$ cat src/rtl/core/hbd_pkg.sv
// Shared types and constants for the HTTP body dechunker.
// No dependencies; imported by every module of the block.
`timescale 1ns / 1ps

package hbd_pkg;

    localparam int LENGTH_BITS_DEFAULT = 32;
    localparam int CFG_ADDR_BITS       = 5;
    localparam int CFG_DATA_BITS       = 32;
    localparam int STATUS_BITS         = 10;
    localparam int COUNT_BITS          = 32;
    localparam int TRAIL_BYTES         = 2;

    localparam logic [STATUS_BITS-1:0] STATUS_INFO_LO    = 10'd100;
    localparam logic [STATUS_BITS-1:0] STATUS_INFO_HI    = 10'd199;
    localparam logic [STATUS_BITS-1:0] STATUS_OK         = 10'd200;
    localparam logic [STATUS_BITS-1:0] STATUS_NO_CONTENT = 10'd204;
    localparam logic [STATUS_BITS-1:0] STATUS_NOT_MOD    = 10'd304;

    localparam logic [7:0] CHAR_LF    = 8'h0A;
    localparam logic [7:0] CHAR_TAB   = 8'h09;
    localparam logic [7:0] CHAR_SPACE = 8'h20;

    typedef enum logic [2:0] {
        REG_REQ_IS_HEAD      = 3'd0,
        REG_RESP_STATUS      = 3'd1,
        REG_TRANSFER_CHUNKED = 3'd2,
        REG_LENGTH_PRESENT   = 3'd3,
        REG_BODY_LEN         = 3'd4
    } cfg_reg_t;

    typedef enum logic [2:0] {
        PH_SIZE  = 3'd0,
        PH_SKIP  = 3'd1,
        PH_DATA  = 3'd2,
        PH_TRAIL = 3'd3,
        PH_DONE  = 3'd4
    } phase_t;

    typedef enum logic [1:0] {
        KIND_PAYLOAD = 2'd0,
        KIND_FRAMING = 2'd1,
        KIND_AFTER   = 2'd2,
        KIND_ERROR   = 2'd3
    } kind_t;

    typedef struct packed {
        logic                   req_is_head;
        logic [STATUS_BITS-1:0] resp_status;
        logic                   transfer_chunked;
        logic                   length_present;
        logic [COUNT_BITS-1:0]  body_len;
    } hbd_cfg_t;

    typedef struct packed {
        kind_t                 kind;
        logic                  body_complete;
        logic [COUNT_BITS-1:0] payload_total;
    } hbd_result_t;

endpackage

$ cat src/rtl/core/hbd_cfg_regs.sv
// APB-style configuration register bank for the HTTP body dechunker.
// Depends on hbd_pkg for register indexes and the config struct.
`timescale 1ns / 1ps

module hbd_cfg_regs
    import hbd_pkg::*;
(
    input  logic                     aclk,
    input  logic                     aresetn,
    input  logic                     psel,
    input  logic                     penable,
    input  logic                     pwrite,
    input  logic [CFG_ADDR_BITS-1:0] paddr,
    input  logic [CFG_DATA_BITS-1:0] pwdata,
    output logic [CFG_DATA_BITS-1:0] prdata,
    output logic                     pready,
    output hbd_cfg_t                 cfg
);

    hbd_cfg_t cfg_reg;
    logic     wr_en;
    cfg_reg_t reg_idx;

    assign pready  = 1'b1;
    assign wr_en   = psel && penable && pwrite;
    assign reg_idx = cfg_reg_t'(paddr[CFG_ADDR_BITS-1:2]);
    assign cfg     = cfg_reg;

    always_ff @(posedge aclk) begin
        if (!aresetn) begin
            cfg_reg.req_is_head      <= 1'b0;
            cfg_reg.resp_status      <= STATUS_OK;
            cfg_reg.transfer_chunked <= 1'b0;
            cfg_reg.length_present   <= 1'b0;
            cfg_reg.body_len         <= '0;
        end else if (wr_en) begin
            case (reg_idx)
                REG_REQ_IS_HEAD:      cfg_reg.req_is_head      <= pwdata[0];
                REG_RESP_STATUS:      cfg_reg.resp_status      <= pwdata[STATUS_BITS-1:0];
                REG_TRANSFER_CHUNKED: cfg_reg.transfer_chunked <= pwdata[0];
                REG_LENGTH_PRESENT:   cfg_reg.length_present   <= pwdata[0];
                REG_BODY_LEN:         cfg_reg.body_len         <= pwdata[COUNT_BITS-1:0];
                default: ;
            endcase
        end
    end

    always_comb begin
        case (reg_idx)
            REG_REQ_IS_HEAD:      prdata = {31'd0, cfg_reg.req_is_head};
            REG_RESP_STATUS:      prdata = {22'd0, cfg_reg.resp_status};
            REG_TRANSFER_CHUNKED: prdata = {31'd0, cfg_reg.transfer_chunked};
            REG_LENGTH_PRESENT:   prdata = {31'd0, cfg_reg.length_present};
            REG_BODY_LEN:         prdata = cfg_reg.body_len;
            default:              prdata = '0;
        endcase
    end

endmodule

$ cat src/rtl/core/hbd_parser.sv
// Per-byte parse state and classification logic of the HTTP body dechunker.
// Depends on hbd_pkg; state advances once for every item that is processed.
`timescale 1ns / 1ps

module hbd_parser
    import hbd_pkg::*;
#(
    parameter int LENGTH_BITS = LENGTH_BITS_DEFAULT
) (
    input  logic        aclk,
    input  logic        aresetn,
    input  logic        advance,
    input  logic [7:0]  body_byte,
    input  logic        first_byte,
    input  hbd_cfg_t    cfg,
    output hbd_result_t result
);

    phase_t                 phase_reg,  phase_next,  phase_cur;
    logic [LENGTH_BITS-1:0] remain_reg, remain_next, remain_cur;
    logic [COUNT_BITS-1:0]  count_reg,  count_next,  count_cur;
    logic                   dseen_reg,  dseen_next,  dseen_cur;
    logic                   err_reg,    err_next,    err_cur;
    logic                   last_reg,   last_next,   last_cur;

    logic                   hex_ok;
    logic [3:0]             hex_val;
    logic                   no_body;
    logic                   len_oversize;
    logic [COUNT_BITS-1:0]  count_inc;
    logic [63:0]            len_wide;
    kind_t                  kind;
    logic                   done;

    assign len_wide     = {{(64-COUNT_BITS){1'b0}}, cfg.body_len};
    assign len_oversize = (len_wide >> LENGTH_BITS) != 64'd0;

    always_comb begin
        hex_ok  = 1'b1;
        hex_val = 4'd0;
        if (body_byte inside {["0":"9"]}) begin
            hex_val = 4'(body_byte - 8'h30);
        end else if (body_byte inside {["a":"f"]}) begin
            hex_val = 4'(body_byte - 8'h57);
        end else if (body_byte inside {["A":"F"]}) begin
            hex_val = 4'(body_byte - 8'h37);
        end else begin
            hex_ok = 1'b0;
        end
    end

    always_comb begin
        no_body = cfg.req_is_head ||
                  (cfg.resp_status inside {[STATUS_INFO_LO:STATUS_INFO_HI],
                                           STATUS_NO_CONTENT, STATUS_NOT_MOD});
    end

    // A new response starts from cleared state on its first byte.
    assign phase_cur  = first_byte ? PH_SIZE : phase_reg;
    assign remain_cur = first_byte ? '0      : remain_reg;
    assign count_cur  = first_byte ? '0      : count_reg;
    assign dseen_cur  = first_byte ? 1'b0    : dseen_reg;
    assign err_cur    = first_byte ? 1'b0    : err_reg;
    assign last_cur   = first_byte ? 1'b0    : last_reg;

    assign count_inc = (&count_cur) ? count_cur : count_cur + 1'b1;

    always_comb begin
        phase_next  = phase_cur;
        remain_next = remain_cur;
        count_next  = count_cur;
        dseen_next  = dseen_cur;
        err_next    = err_cur;
        last_next   = last_cur;
        kind        = KIND_FRAMING;
        done        = 1'b0;

        if (err_cur) begin
            kind = KIND_ERROR;
        end else if (no_body) begin
            kind = KIND_AFTER;
            done = 1'b1;
        end else if (cfg.transfer_chunked) begin
            case (phase_cur)
                PH_SIZE: begin
                    if (hex_ok) begin
                        if (remain_cur[LENGTH_BITS-1 -: 4] != 4'd0) begin
                            err_next = 1'b1;
                            kind     = KIND_ERROR;
                        end else begin
                            remain_next = {remain_cur[LENGTH_BITS-5:0], hex_val};
                            dseen_next  = 1'b1;
                        end
                    end else if (!dseen_cur) begin
                        if (body_byte != CHAR_SPACE && body_byte != CHAR_TAB) begin
                            err_next = 1'b1;
                            kind     = KIND_ERROR;
                        end
                    end else if (body_byte == CHAR_LF) begin
                        dseen_next = 1'b0;
                        if (remain_cur == '0) begin
                            last_next   = 1'b1;
                            remain_next = LENGTH_BITS'(TRAIL_BYTES);
                            phase_next  = PH_TRAIL;
                        end else begin
                            phase_next = PH_DATA;
                        end
                    end else begin
                        phase_next = PH_SKIP;
                    end
                end
                PH_SKIP: begin
                    if (body_byte == CHAR_LF) begin
                        dseen_next = 1'b0;
                        if (remain_cur == '0) begin
                            last_next   = 1'b1;
                            remain_next = LENGTH_BITS'(TRAIL_BYTES);
                            phase_next  = PH_TRAIL;
                        end else begin
                            phase_next = PH_DATA;
                        end
                    end
                end
                PH_DATA: begin
                    kind       = KIND_PAYLOAD;
                    count_next = count_inc;
                    if (remain_cur == LENGTH_BITS'(1)) begin
                        remain_next = LENGTH_BITS'(TRAIL_BYTES);
                        phase_next  = PH_TRAIL;
                    end else begin
                        remain_next = remain_cur - 1'b1;
                    end
                end
                PH_TRAIL: begin
                    remain_next = remain_cur - 1'b1;
                    if (remain_cur == LENGTH_BITS'(1)) begin
                        if (last_cur) begin
                            phase_next = PH_DONE;
                            done       = 1'b1;
                        end else begin
                            phase_next = PH_SIZE;
                        end
                    end
                end
                PH_DONE: begin
                    kind = KIND_AFTER;
                    done = 1'b1;
                end
                default: begin
                    err_next = 1'b1;
                    kind     = KIND_ERROR;
                end
            endcase
        end else if (!cfg.length_present || len_oversize) begin
            err_next = 1'b1;
            kind     = KIND_ERROR;
        end else if (count_cur < cfg.body_len) begin
            count_next = count_cur + 1'b1;
            kind       = KIND_PAYLOAD;
            done       = (count_next == cfg.body_len);
        end else begin
            kind = KIND_AFTER;
            done = 1'b1;
        end
    end

    assign result.kind          = kind;
    assign result.body_complete = done && (kind != KIND_ERROR);
    assign result.payload_total = count_next;

    always_ff @(posedge aclk) begin
        if (!aresetn) begin
            phase_reg  <= PH_SIZE;
            remain_reg <= '0;
            count_reg  <= '0;
            dseen_reg  <= 1'b0;
            err_reg    <= 1'b0;
            last_reg   <= 1'b0;
        end else if (advance) begin
            phase_reg  <= phase_next;
            remain_reg <= remain_next;
            count_reg  <= count_next;
            dseen_reg  <= dseen_next;
            err_reg    <= err_next;
            last_reg   <= last_next;
        end
    end

endmodule

$ cat src/rtl/core/http_body_dechunker_core.sv
// HTTP/1.1 response body decoder, top level: APB config, input and result stages.
// Depends on hbd_pkg, hbd_cfg_regs and hbd_parser.
`timescale 1ns / 1ps

// Takes one byte per item after the response header and returns one result per
// byte: the byte itself, its kind (payload, dropped framing, beyond the body or
// error), a body-complete flag and the running payload count. A byte is taken
// every clock cycle while the output is not stalled; each item passes an input
// register and then a result register before it is presented on the output. The
// parse state update between those two registers is combinational, so a new byte
// can be taken while the last one moves on. The user must write configuration
// through the APB port only while the stream is idle; the block does not enforce
// it. first_byte on an item restarts parsing for a new response.

module http_body_dechunker_core
    import hbd_pkg::*;
#(
    parameter int LENGTH_BITS = LENGTH_BITS_DEFAULT
) (
    input  logic                     aclk,
    input  logic                     aresetn,

    input  logic                     psel,
    input  logic                     penable,
    input  logic                     pwrite,
    input  logic [CFG_ADDR_BITS-1:0] paddr,
    input  logic [CFG_DATA_BITS-1:0] pwdata,
    output logic [CFG_DATA_BITS-1:0] prdata,
    output logic                     pready,

    input  logic                     s_tvalid,
    output logic                     s_tready,
    input  logic [7:0]               s_tdata,   // [7:0] body_byte
    input  logic                     s_tuser,   // [0] first_byte

    output logic                     m_tvalid,
    input  logic                     m_tready,
    output logic [47:0]              m_tdata,   // [7:0] out_byte, [8] body_complete,
                                                // [40:9] payload_total, [47:41] zero
    output logic [1:0]               m_tuser    // [1:0] byte_kind
);

    hbd_cfg_t    cfg;
    hbd_result_t result;

    logic        in_valid_reg;
    logic [7:0]  in_byte_reg;
    logic        in_first_reg;

    logic        out_valid_reg;
    logic [7:0]  out_byte_reg;
    kind_t       out_kind_reg;
    logic        out_done_reg;
    logic [31:0] out_total_reg;

    logic        advance;

    hbd_cfg_regs u_cfg (
        .aclk    (aclk),
        .aresetn (aresetn),
        .psel    (psel),
        .penable (penable),
        .pwrite  (pwrite),
        .paddr   (paddr),
        .pwdata  (pwdata),
        .prdata  (prdata),
        .pready  (pready),
        .cfg     (cfg)
    );

    hbd_parser #(
        .LENGTH_BITS (LENGTH_BITS)
    ) u_parser (
        .aclk       (aclk),
        .aresetn    (aresetn),
        .advance    (advance),
        .body_byte  (in_byte_reg),
        .first_byte (in_first_reg),
        .cfg        (cfg),
        .result     (result)
    );

    assign advance  = in_valid_reg && (!out_valid_reg || m_tready);
    assign s_tready = !in_valid_reg || advance;

    always_ff @(posedge aclk) begin
        if (!aresetn) begin
            in_valid_reg <= 1'b0;
        end else if (s_tready) begin
            in_valid_reg <= s_tvalid;
        end
    end

    always_ff @(posedge aclk) begin
        if (s_tready && s_tvalid) begin
            in_byte_reg  <= s_tdata;
            in_first_reg <= s_tuser;
        end
    end

    always_ff @(posedge aclk) begin
        if (!aresetn) begin
            out_valid_reg <= 1'b0;
        end else if (advance) begin
            out_valid_reg <= 1'b1;
        end else if (m_tready) begin
            out_valid_reg <= 1'b0;
        end
    end

    always_ff @(posedge aclk) begin
        if (advance) begin
            out_byte_reg  <= in_byte_reg;
            out_kind_reg  <= result.kind;
            out_done_reg  <= result.body_complete;
            out_total_reg <= result.payload_total;
        end
    end

    assign m_tvalid = out_valid_reg;
    assign m_tdata  = {7'd0, out_total_reg, out_done_reg, out_byte_reg};
    assign m_tuser  = out_kind_reg;

    a_error_not_complete: assert property (@(posedge aclk) disable iff (!aresetn)
        (m_tvalid && m_tuser == KIND_ERROR) |-> !m_tdata[8])
        else $error("error item flagged as body complete");

    a_payload_counted: assert property (@(posedge aclk) disable iff (!aresetn)
        (m_tvalid && m_tuser == KIND_PAYLOAD) |-> (m_tdata[40:9] != 32'd0))
        else $error("payload item with zero payload total");

    a_ready_when_empty: assert property (@(posedge aclk) disable iff (!aresetn)
        !in_valid_reg |-> s_tready)
        else $error("input stage empty but not ready");

    a_empty_after_reset: assert property (@(posedge aclk) disable iff (!aresetn)
        $past(!aresetn) |-> (!m_tvalid && !in_valid_reg))
        else $error("stages hold items right after reset");

endmodule

$ cat config.mk
export PLATFORM = sky130hd
export DESIGN_NAME = http_body_dechunker_core
export DESIGN_NICKNAME = d
export VERILOG_FILES = /design/src/rtl/core/hbd_pkg.sv /design/src/rtl/core/hbd_cfg_regs.sv /design/src/rtl/core/hbd_parser.sv /design/src/rtl/core/http_body_dechunker_core.sv
export SDC_FILE = /design/constraint.sdc
export NUM_CORES = 1
export LEC_CHECK = 0
export BUFFER_PORTS_ARGS = -buffer_cell sky130_fd_sc_hd__buf_4
export CAP_MARGIN = 5
export CORE_MARGIN = 10
export CORE_UTILIZATION = 46
export CTS_CLUSTER_DIAMETER = 100
export DETAILED_ROUTE_END_ITERATION = 6
export HOLD_SLACK_MARGIN = 0.1
export PLACE_DENSITY = 0.73
export SLEW_MARGIN = 10
export SYNTH_ARGS = -nofsm -noshare
export SYNTH_HDL_FRONTEND = slang
export SYNTH_SLANG_ARGS = --single-unit
$ cat constraint.sdc
create_clock -name aclk -period 5.4 [get_ports aclk]
set_clock_uncertainty 0.1 [all_clocks]
set_input_delay 0.54 -clock aclk [delete_from_list [all_inputs] [get_ports aclk]]
set_output_delay 0.54 -clock aclk [all_outputs]
set_load 0.03 [all_outputs]
# Word-level counts from Yosys, hierarchy flattened
# Cells that the tools add are included.
# op_classes
magnitude_cmp,9
n_addsub,5
n_reduce_logical,29
eq_ne,16
muxes,88
# op_table
cell,n
$mux W32,18
$pmux W32 S5,1
$pmux W32 S4,1
$mux W1,39
$add A32 B1 Y32 const B,1
$eq A32 B1 Y1 const B,1
$eq A32 B32 Y1,1
$logic_not A32 Y1,1
$lt A32 B32 Y1,1
$reduce_and A32 Y1,1
$sub A32 B1 Y32 const B,1
$mux W3,10
$mux W2,10
$ge A8 B7 Y1 const B,2
$le A8 B7 Y1 const B,2
$eq A3 B2 Y1 const B,4
$mux W4,3
$pmux W3 S4,1
$eq A10 B8 Y1 const B,1
$eq A10 B9 Y1 const B,1
$ge A10 B7 Y1 const B,1
$le A10 B8 Y1 const B,1
$logic_and A1 B1 Y1,10
$reduce_and A2 Y1,5
other kinds (20),30
# word_totals
wordCells,166
output_inout_bits,85
register_bits,169

# Depth between registers and ports, before layout
# logic_depth
word_depth,12
depth_mapped,19
depth_no_buf,12

# Hierarchy
# Synthesis repeated with hierarchy kept, for this count alone.
# unflattened
cells_unflattened,1555
hier_area_um2,12311.8
# modules_own_cells
mod,cells_per_inst,area_per_inst_um2,n_inst
hbd_parser,1240,8393.0,1
hbd_cfg_regs,245,2189.6,1
http_body_dechunker_core,70,1729.2,1

# Worst setup path after synthesis
# Ideal clock, no wire load.
# synth_timing
path_type,reg2reg
start,register in_first_reg
end,register u_parser.count_reg[2]
stages_incl_launch_ff,17
required_time_ns,5.226
period_less_slack_ns,4.155
path_buffers,8
setup_ns,0.074
t_arrival_ns,3.981
path_slack_ns,1.245
cell_sequence,edfxtp_1 -> buf_4 -> buf_2 -> buf_2 -> buf_2 -> buf_1 -> clkbuf_1 -> clkbuf_1 -> nor2b_1 -> ha_1 -> o41ai_1 -> a31oi_1 -> nor4_2 -> buf_2 -> o21ai_1 -> or4_1 -> a31oi_1
# synth_between
elab_chain_cells,7
# synth_lines
element,line,text
"start, declared",http_body_dechunker_core.sv:48,logic in_first_reg;
"start signal, assigned",http_body_dechunker_core.sv:97,in_first_reg <= s_tuser;
$mux W32,hbd_parser.sv:61,assign count_cur = first_byte ? '0 : count_reg;
$add A32 B1 Y32 (tied with other cells),"hbd_parser.sv:66, hbd_parser.sv:158",
$mux W32 (on tied branches),"hbd_parser.sv:157, hbd_parser.sv:66",
$mux W32 (on tied branches),"hbd_parser.sv:154, hbd_parser.sv:84",
$mux W32,hbd_parser.sv:83,end else if (cfg.transfer_chunked) begin
$mux W32,hbd_parser.sv:80,end else if (no_body) begin
$mux W32 *,hbd_parser.sv:78,if (err_cur) begin
"end signal, assigned",hbd_parser.sv:182,count_reg <= count_next;
"end, declared",hbd_parser.sv:21,"logic [COUNT_BITS-1:0] count_reg, count_next, count_cur;"
# Mark *: on every way between the ends. The rest lies on a longest branch, timed or not.
# A chain may end at the register's enable or synchronous reset.

==> results.sh <==
export IMPL_cts_buffers=17
export IMPL_num_rows=58
export IMPL_status="finished clean"
export IMPL_insertedDiodeCount=0
export IMPL_hold_viol=0
export IMPL_critPathLaunch="in_first_reg"
export IMPL_worst_hold_path_type="input port to flop"
export IMPL_critPathMaxFanout=34
export IMPL_clkLatencyLatePin_ns=0.45
export IMPL_fin_crit_ns=4.37
export IMPL_synthTopCellsByCount="nand2_1, a21oi_1, nor2_1"
export IMPL_critPathRequiredTime_ns=5.50
export IMPL_core_area_mm2=0.0251
export IMPL_grt_overflow=0
export IMPL_cap_viol_max_count=0
export IMPL_synth_area_per_cell_um2=7.78
export IMPL_antenna_found_initial=1
export IMPL_drive_gt1_frac=0.134
export IMPL_drc=0
export IMPL_reg2reg_slack_ns=1.03
export IMPL_dieArea_mm2=0.0323
export IMPL_drtAntennaViolNets=0
export IMPL_ff2ff_path_depth=11
export IMPL_clock_sinks=169
export IMPL_yosysSeqAreaShare=0.333
export IMPL_root_buffer="clkbuf_16"
export IMPL_slew_limit_headroom=0.187
export IMPL_synth_cell_type_count=86
export IMPL_largest_reg_flops=45
export IMPL_fmaxAchievable_mhz=229
export IMPL_area_growth_syn_to_layout_pct=13.8
export IMPL_worstSetupEndpointType="flop"
export IMPL_synth_cell_area_mm2=0.0117
export IMPL_routed_wl_um=37700
export IMPL_detail_route_first_pass_iterations=5
export IMPL_die_x_um=180
export IMPL_dr_total_vias=11832
export IMPL_vdd_ir_drop_max_v=0.000190
export IMPL_tightest_slew_ns=1.21
export IMPL_grt_pass1_wl_um=60300
export IMPL_hp_start="s_tdata[3]"
export IMPL_synth_most_common_cell="nand2_1"
export IMPL_grtUsageTotal=0.223
export IMPL_drt_iter0_markers=1463
export IMPL_hold_slack_ns=0.169
export IMPL_setup_viol=0
export IMPL_p_leak_nw=4.88
export IMPL_fin_nets=1657
export IMPL_ctsResizeCount=0
export IMPL_ys_flop_type="dfxtp_1"
export IMPL_synth_largest_area_cell="dfxtp_1"
export IMPL_cts_tree="done"
export IMPL_synthArstFlopShare=0
export IMPL_cp_data_arrival_time_ns=4.47
export IMPL_worstSetupPathType="flop to flop"
export IMPL_final_fill_count=2385
export IMPL_power_density_mw_per_mm2=223
export IMPL_hold_buffers=0
export IMPL_grt_pass1_vias=11048
export IMPL_rsz0062_at_grt="no"
export IMPL_start_util=0.467
export IMPL_worstReg2RegEnd="out_total_reg[21]"
export IMPL_synth_edff_count=52
export IMPL_synth_seq_cells=169
export IMPL_synth_top_area_share=0.200
export IMPL_place_port_buffers=127
export IMPL_post_route_period_util=0.810
export IMPL_grt_max_degree=70
export IMPL_holdPathEnd="in_byte_reg[3]"
export IMPL_max_clock_path_buffers=2
export IMPL_cts_setup_buffers=0
export IMPL_fin_setup_tns_ns=0
export IMPL_startpoint_type="flop"
export IMPL_die_h_um=180
export IMPL_yosys_top_cells_area="dfxtp_1, edfxtp_1, nand2_1"
export IMPL_yosys_warnings=0
export IMPL_gp_congestion=0.951
export IMPL_whs_path_depth=1
export IMPL_place_hpwl_um=26600
export IMPL_vias_per_cell=6.20
export IMPL_slew_violations=0
export IMPL_netlist_instances=1507
export IMPL_io_pins=138
export IMPL_htreeDepth=4
export IMPL_path_clk_slew_ns=0.07
export IMPL_r2r_start="in_first_reg"
export IMPL_avgRoutedWirePerCell_um=19.8
[placed cells by master, fill, tap and decap left out, types with 6 or more instances in the layout]
cell type    n
nand2b_1    12
and2_1       7
xnor2_1     59
nand4b_1     6
xor2_1      14
nor2b_1     42
edfxtp_1    52
and4_1       8
o211ai_1    11
a22oi_1     17
nand4_1     17
or4_1       13
o21a_1      12
nor4_1      21
ha_1        38
o22ai_1      8
o21ai_1     14
a31oi_1     31
o221ai_1     8
o21ai_0     91
conb_1       8
nor3_1      50
nor2_1     119
clkbuf_16   17
dfxtp_1    117
and3_1       7
o31ai_1      9
or3_1       13
a221oi_1     8
o21ba_2      7
a21oi_1    126
inv_1       55
nand2_1    209
mux2i_1     18
buf_4      149
a21o_1       8
nand3_1     44
nor3b_1      6
a211oi_1    14
nor4b_1      6
[power breakdown]
part / switching, mW / leakage, nW / internal (mW)
Sequential: 0.0276 / 1.44 / 1.34
Combinational: 0.247 / 3.18 / 0.126
Clock: 0.591 / 0.265 / 0.649
Total: 0.865 / 4.88 / 2.11
[worst max-delay path: stages, from the launching register on]
cell,delay [ns]
edfxtp_1,0.43
buf_4,0.28
nor2b_1,0.51
ha_1,0.37
and4_1,0.17
a221oi_1,0.43
o22ai_1,0.19
nor4_2,0.32
buf_4,0.27
or2_1,0.67
a21oi_1,0.18
nand2b_1,0.19
[cell families (layout without fill, tap and decap cells)]
group	count (synthesis)	after routing	synth area share
and+or+nand+nor	610	610	0.263
AOI/OAI and AO/OA	422	422	0.228
buffers and inverters	173	239	0.0624
DFF	169	169	0.333
xor gates and xnor gates	74	74	0.0559
adders and majority gates	39	39	0.0414
muxes	18	18	0.0154
other	2	8	0.000641
[how the worst max path moves through the flow]
stage / endpoint / depth (start not counted)
CTS: out_total_reg[6] / 13
floorplan: u_parser.count_reg[2] / 16
global placement: out_total_reg[6] / 13
finish: out_total_reg[21] / 11
detailed placement: out_total_reg[6] / 13
global route: out_total_reg[6] / 13
[area by class of cell]
class	count	area (um2)	share of cell area
multi-input cells	1171	7120	0.534
flip-flops and latches	169	3900	0.293
repair buffers	149	1120	0.0839
clock buffers	19	433	0.0325
well taps	330	413	0.0310
inverters	58	218	0.0163
clock inverters	13	135	0.0101
[through the flow]
stage	setup WS [ns]	instances	total power [mW]	cell area, um2	utilization
2_1_floorplan	1.24	1513	1.63	11700	-
3_3_place_gp	1.24	1877	1.75	12800	0.509
3_5_place_dp	1.15	1877	1.76	12800	0.509
4_1_cts	1.12	1909	2.98	13300	0.531
5_1_grt	0.750	1909	3.06	13300	0.531
6_report	1.03	1909	2.98	13300	0.531
[per-layer routing]
layer / up-vias / GRT usage / wire (um)
met5: - / 0 / 0
met3: 51 / 0.0653 / 4640
met4: 0 / 0.0569 / 512
li1: 5559 / - / -
met2: 701 / 0.312 / 15600
met1: 5521 / 0.323 / 17000
(Power assumes the default switching activity.)
